[src/design/ecpa_pkg.sv]
// shared types, constants and modular helpers for the affine point adder
package ecpa_pkg;

  localparam int unsigned MAX_BITS = 64;

  typedef logic [MAX_BITS-1:0] word_t;

  // modulus after reset, before masking to the coordinate width
  localparam word_t MOD_RESET = 64'hFFFF_FFFF_FFFF_FFC5;

  // input beat: two affine points
  typedef struct packed {
    logic [63:0] p_x;
    logic [63:0] p_y;
    logic        p_inf;
    logic [63:0] q_x;
    logic [63:0] q_y;
    logic        q_inf;
  } in_t;

  // result beat: one affine point and the range flag
  typedef struct packed {
    logic [63:0] r_x;
    logic [63:0] r_y;
    logic        r_inf;
    logic        range_error;
  } out_t;

  // modular add, both operands below m
  function automatic word_t add_m(word_t a, word_t b, word_t m);
    word_t room;
    room = m - b;
    return (a >= room) ? a - room : a + b;
  endfunction

  // modular subtract, both operands below m
  function automatic word_t sub_m(word_t a, word_t b, word_t m);
    return (a >= b) ? a - b : a - b + m;
  endfunction

endpackage

[src/design/ecpa_mod_inv.sv]
// modular inverse by extended euclid, quotient found one bit per cycle
module ecpa_mod_inv #(
  parameter int unsigned W = 64
) (
  input  logic         clk,
  input  logic         rst_n,
  input  logic         start,
  input  logic [W-1:0] a,
  input  logic [W-1:0] m,
  output logic         done,
  output logic         ok,
  output logic [W-1:0] inv
);

  localparam int unsigned KW = $clog2(W);

  typedef enum logic [4:0] {
    IV_IDLE  = 5'b00001,
    IV_TEST  = 5'b00010,
    IV_ALIGN = 5'b00100,
    IV_DESC  = 5'b01000,
    IV_UPD   = 5'b10000
  } iv_state_t;

  iv_state_t     state_r, state_nxt;
  logic          done_r, done_nxt;
  logic          ok_r, ok_nxt;
  logic [KW-1:0] k_r, k_nxt;
  logic [W-1:0]  r0_r, r0_nxt;
  logic [W-1:0]  r1_r, r1_nxt;
  logic [W-1:0]  t0_r, t0_nxt;
  logic [W-1:0]  t1_r, t1_nxt;
  logic [W-1:0]  d_r, d_nxt;
  logic [W-1:0]  acc_r, acc_nxt;
  logic          qbit;

  function automatic logic [W-1:0] madd(logic [W-1:0] x, logic [W-1:0] y);
    return W'(ecpa_pkg::add_m(64'(x), 64'(y), 64'(m)));
  endfunction

  function automatic logic [W-1:0] msub(logic [W-1:0] x, logic [W-1:0] y);
    return W'(ecpa_pkg::sub_m(64'(x), 64'(y), 64'(m)));
  endfunction

  assign qbit = (r0_r >= d_r);

  // euclid sequencer: align divisor, peel quotient bits, update cofactors
  always_comb begin
    state_nxt = state_r;
    done_nxt  = 1'b0;
    ok_nxt    = ok_r;
    k_nxt     = k_r;
    r0_nxt    = r0_r;
    r1_nxt    = r1_r;
    t0_nxt    = t0_r;
    t1_nxt    = t1_r;
    d_nxt     = d_r;
    acc_nxt   = acc_r;
    unique case (state_r)
      IV_IDLE: begin
        if (start) begin
          r0_nxt    = m;
          r1_nxt    = a;
          t0_nxt    = '0;
          t1_nxt    = (m == W'(1)) ? '0 : W'(1);
          state_nxt = IV_TEST;
        end
      end
      IV_TEST: begin
        if (r1_r == '0) begin
          done_nxt  = 1'b1;
          ok_nxt    = (r0_r == W'(1));
          state_nxt = IV_IDLE;
        end else begin
          d_nxt     = r1_r;
          k_nxt     = '0;
          acc_nxt   = '0;
          state_nxt = IV_ALIGN;
        end
      end
      IV_ALIGN: begin
        if ({d_r, 1'b0} <= {1'b0, r0_r}) begin
          d_nxt = {d_r[W-2:0], 1'b0};
          k_nxt = k_r + KW'(1);
        end else begin
          state_nxt = IV_DESC;
        end
      end
      IV_DESC: begin
        if (qbit) begin
          r0_nxt = r0_r - d_r;
        end
        acc_nxt = madd(madd(acc_r, acc_r), qbit ? t1_r : '0);
        d_nxt   = {1'b0, d_r[W-1:1]};
        k_nxt   = k_r - KW'(1);
        if (k_r == '0) begin
          state_nxt = IV_UPD;
        end
      end
      IV_UPD: begin
        r0_nxt    = r1_r;
        r1_nxt    = r0_r;
        t0_nxt    = t1_r;
        t1_nxt    = msub(t0_r, acc_r);
        state_nxt = IV_TEST;
      end
      default: begin
        state_nxt = IV_IDLE;
      end
    endcase
  end

  always_ff @(posedge clk) begin
    if (!rst_n) begin
      state_r <= IV_IDLE;
      done_r  <= 1'b0;
      ok_r    <= 1'b0;
    end else begin
      state_r <= state_nxt;
      done_r  <= done_nxt;
      ok_r    <= ok_nxt;
    end
    k_r   <= k_nxt;
    r0_r  <= r0_nxt;
    r1_r  <= r1_nxt;
    t0_r  <= t0_nxt;
    t1_r  <= t1_nxt;
    d_r   <= d_nxt;
    acc_r <= acc_nxt;
  end

  assign done = done_r;
  assign ok   = ok_r;
  assign inv  = t0_r;

endmodule

[config.mk]
export PLATFORM = sky130hd
export DESIGN_NAME = ecpa_mod_inv
export DESIGN_NICKNAME = d
export VERILOG_FILES = /design/src/design/ecpa_pkg.sv /design/src/design/ecpa_mod_inv.sv
export SDC_FILE = /design/constraint.sdc
export NUM_CORES = 2
export LEC_CHECK = 0
export BUFFER_PORTS_ARGS = -buffer_cell sky130_fd_sc_hd__buf_4
export CORE_MARGIN = 4
export CORE_UTILIZATION = 33
export DETAILED_ROUTE_END_ITERATION = 8
export PLACE_DENSITY = 0.46
export SYNTH_ARGS = -nofsm -noshare
export SYNTH_HDL_FRONTEND = slang
export SYNTH_SLANG_ARGS = --single-unit
[constraint.sdc]
create_clock -name clk -period 28.5 [get_ports clk]
set_clock_uncertainty 0.2 [all_clocks]
set_input_delay 7.125 -clock clk [delete_from_list [all_inputs] [get_ports clk]]
set_output_delay 7.125 -clock clk [all_outputs]
set_load 0.05 [all_outputs]
==> flow_metrics.env <==
export IMPL_fillers=14700
export IMPL_setup_tns_final_ns=0
export IMPL_io_buffers=196
export IMPL_cp_start_kind="input port"
export IMPL_cpPeakStageDelay_ns=0.95
export IMPL_maxCapViolCount=0
export IMPL_status="finished, final reports clean"
export IMPL_period_minus_slack_ns=19.83
export IMPL_worstMarginPinSlew_ns=1.15
export IMPL_syn_nets=6440
export IMPL_ioPinCount=197
export IMPL_coreArea_sq_um=140000
export IMPL_cts_root_buf="clkbuf_16"
export IMPL_die_y_microns=384
export IMPL_routed_wl_met2_microns=78000
export IMPL_cts_sinks=397
export IMPL_synth_edf_count=390
export IMPL_synthArstFlopShare=0
export IMPL_place_ws_ns=8.02
export IMPL_placementRows=137
export IMPL_dp_hpwl_microns=155000
export IMPL_final_cell_area_sq_um=52000
export IMPL_min_path_type="register to register"
export IMPL_crit_top_cell="o21ai_0"
export IMPL_powerDensity_nw_per_um2=91.1
export IMPL_final_common_cell="a21oi_1"
export IMPL_yosysWarnings=0
export IMPL_vias=43800
export IMPL_grt_max_degree=84
export IMPL_crit_required_ns=28.70
export IMPL_drt_met1_wl_microns=94700
export IMPL_arrival_ns=20.03
export IMPL_power_leakage_nw=23.0
export IMPL_grt_usage=0.250
export IMPL_rsz0062_at_grt="no"
export IMPL_area_growth_pct=11.5
export IMPL_postCtsSetupBuffers=0
export IMPL_final_antenna_net_count=0
export IMPL_dpl_cell_area_sq_um=50000
export IMPL_grt_pass1_wl_microns=277000
export IMPL_synth_seq_cells=397
export IMPL_die_area_sq_um=147000
export IMPL_final_util=0.372
export IMPL_netlist_instances=5742
export IMPL_first_global_vias=42100
export IMPL_fin_nets=6530
export IMPL_cts_repair_resized=0
export IMPL_cts_hold_buf=0
export IMPL_top_layer="met4"
export IMPL_antenna_found_initial=1
export IMPL_gp_congestion=0.963
export IMPL_drt_pass1_iterations=6
export IMPL_clockBufferDepth=3
export IMPL_die_x_microns=384
export IMPL_crit_family="compound AO/OA/AOI/OAI gates"
export IMPL_drive_above_1_share=0.0672
export IMPL_setup_viol=0
export IMPL_hold_violations=0
export IMPL_cts_tree="built"
export IMPL_cp_buffers_inverters=4
export IMPL_holdWs_ns=0.313
export IMPL_via_per_inst=5.65
export IMPL_clk_pin_slew_worst_paths_ns=0.06
export IMPL_end_kind="register"
export IMPL_max_freq_ghz=0.0504
export IMPL_regToRegSetupSlack_ns=14.77
export IMPL_dr_wl_met3_microns=11400
export IMPL_clock_latency_ns=0.67
export IMPL_worst_slack_ns=8.67
export IMPL_worstSetupPathType="input port to register"
export IMPL_peakVddDrop_v=0.0000880
export IMPL_cts_max_level=2
export IMPL_drc_errors=0
export IMPL_numCtsBuffers=56
export IMPL_wire_per_inst_microns=24.6
export IMPL_syn_area_per_cell_sq_um=8.12
export IMPL_crit_path_top_delay_cell="nor4_1"
export IMPL_slew_violations=0
export IMPL_layout_common_cells="a21oi_1, ha_1, nand2_1"
export IMPL_synth_ff_type="edfxtp_1"
export IMPL_drt_initial_drc_count=3927
export IMPL_wl_microns=191000
export IMPL_cp_max_fo=61
export IMPL_initial_core_util=0.333
export IMPL_gr_total_overflow=0
export IMPL_synth_area_sq_um=46600
export IMPL_slew_headroom=0.234
export IMPL_yosysSeqAreaShare=0.254
export IMPL_period_share=0.696
export IMPL_yosys_cell_types_count=106
[report_power, final]
part,internal [W],switching (W)
registers,0.000746,0.000102
logic,0.00118,0.00193
clock network,0.000461,0.000311
[kinds of logic (layout without fill, tap and decap cells)]
kind of cell / after synthesis / in the layout / synth area share
AO/OA/AOI/OAI: 1946 / 1946 / 0.266
AND/OR/NAND/NOR: 1695 / 1695 / 0.176
adder cells (fa/ha/maj): 577 / 577 / 0.155
multiplexers: 35 / 35 / 0.00762
flip-flops: 397 / 397 / 0.254
buffers and inverters: 602 / 736 / 0.0489
other: 0 / 3 / 0
XOR/XNOR: 490 / 490 / 0.0920
[final timing paths]
kind	from	depth (start not counted)	to
worst min-delay path	ok$_SDFFE_PN0P_	2	ok$_SDFFE_PN0P_
worst max register to register	acc_r[0]$_SDFFCE_PN0P_	46	acc_r[8]$_SDFFCE_PN0P_
worst min register to register	ok$_SDFFE_PN0P_	2	ok$_SDFFE_PN0P_
worst max-delay path	m[0]	48	acc_r[8]$_SDFFCE_PN0P_
[area by class of cell]
| class | count | area (sq um) | area share |
|---|---|---|---|
| clock inverters | 37 | 518 | 0.00996 |
| well taps | 1876 | 2350 | 0.0451 |
| multi-input cells | 4743 | 32600 | 0.627 |
| clock buffers | 65 | 1440 | 0.0276 |
| flip-flops and latches | 397 | 11900 | 0.228 |
| diodes | 3 | 7.51 | 0.000144 |
| inverters | 408 | 1530 | 0.0295 |
| repair buffers | 226 | 1700 | 0.0326 |
[cell usage after synthesis (31+ instances only)]
master / number / area share
ha_1: 560 / 0.15
o21bai_1: 83 / 0.013
a31oi_1: 44 / 0.0059
xnor2_1: 294 / 0.055
a22oi_1: 61 / 0.0098
nor2b_1: 83 / 0.011
o31ai_1: 33 / 0.0053
nor3_1: 61 / 0.0065
and3_1: 48 / 0.0064
edfxtp_1: 390 / 0.25
xor2_1: 196 / 0.037
o21a_1: 42 / 0.0068
a21oi_1: 633 / 0.068
nand4_1: 100 / 0.013
nor2_1: 438 / 0.035
o21ai_0: 422 / 0.045
a21o_1: 290 / 0.047
nand2b_1: 106 / 0.014
and2_1: 94 / 0.013
clkbuf_1: 170 / 0.014
nand3_1: 118 / 0.013
nor4_1: 67 / 0.0090
nand2_1: 486 / 0.039
o221ai_1: 69 / 0.013
mux2i_1: 31 / 0.0067
inv_1: 406 / 0.033
a211oi_1: 42 / 0.0068
[metal layers]
| layer | vias to the layer above | track usage |
|---|---|---|
| met5 | - | 0 |
| met4 | 0 | 0.0795 |
| met1 | 21000 | 0.376 |
| met3 | 207 | 0.0307 |
| li1 | 21300 | - |
| met2 | 1304 | 0.368 |
[registers in the layout, summed over array words and instances (netlist names)]
name,count
r1_r,64
done,1
d_r,64
inv,64
acc_r,64
r0_r,64
ok,1
t1_r,64
k_r,6
state_r,5
[worst register-to-register path: cells and delay by family, from the launching register on]
family,cells,cell delay (ns)
xor+xnor,2,0.32
compound gates,27,7.13
simple gates,10,2.61
flops,1,0.51
mux,1,0.37
buf+inv,2,0.87
fa+ha+maj,4,1.45
[stage by stage]
step | power [W] | std cells
floorplan | 0.00313 | 5742
global placement | 0.00394 | 7650
detailed placement | 0.00390 | 7650
CTS | 0.00471 | 7752
global route | 0.00509 | 7752
finish | 0.00474 | 7755
No activity file was read; power rests on OpenSTA's default activity.
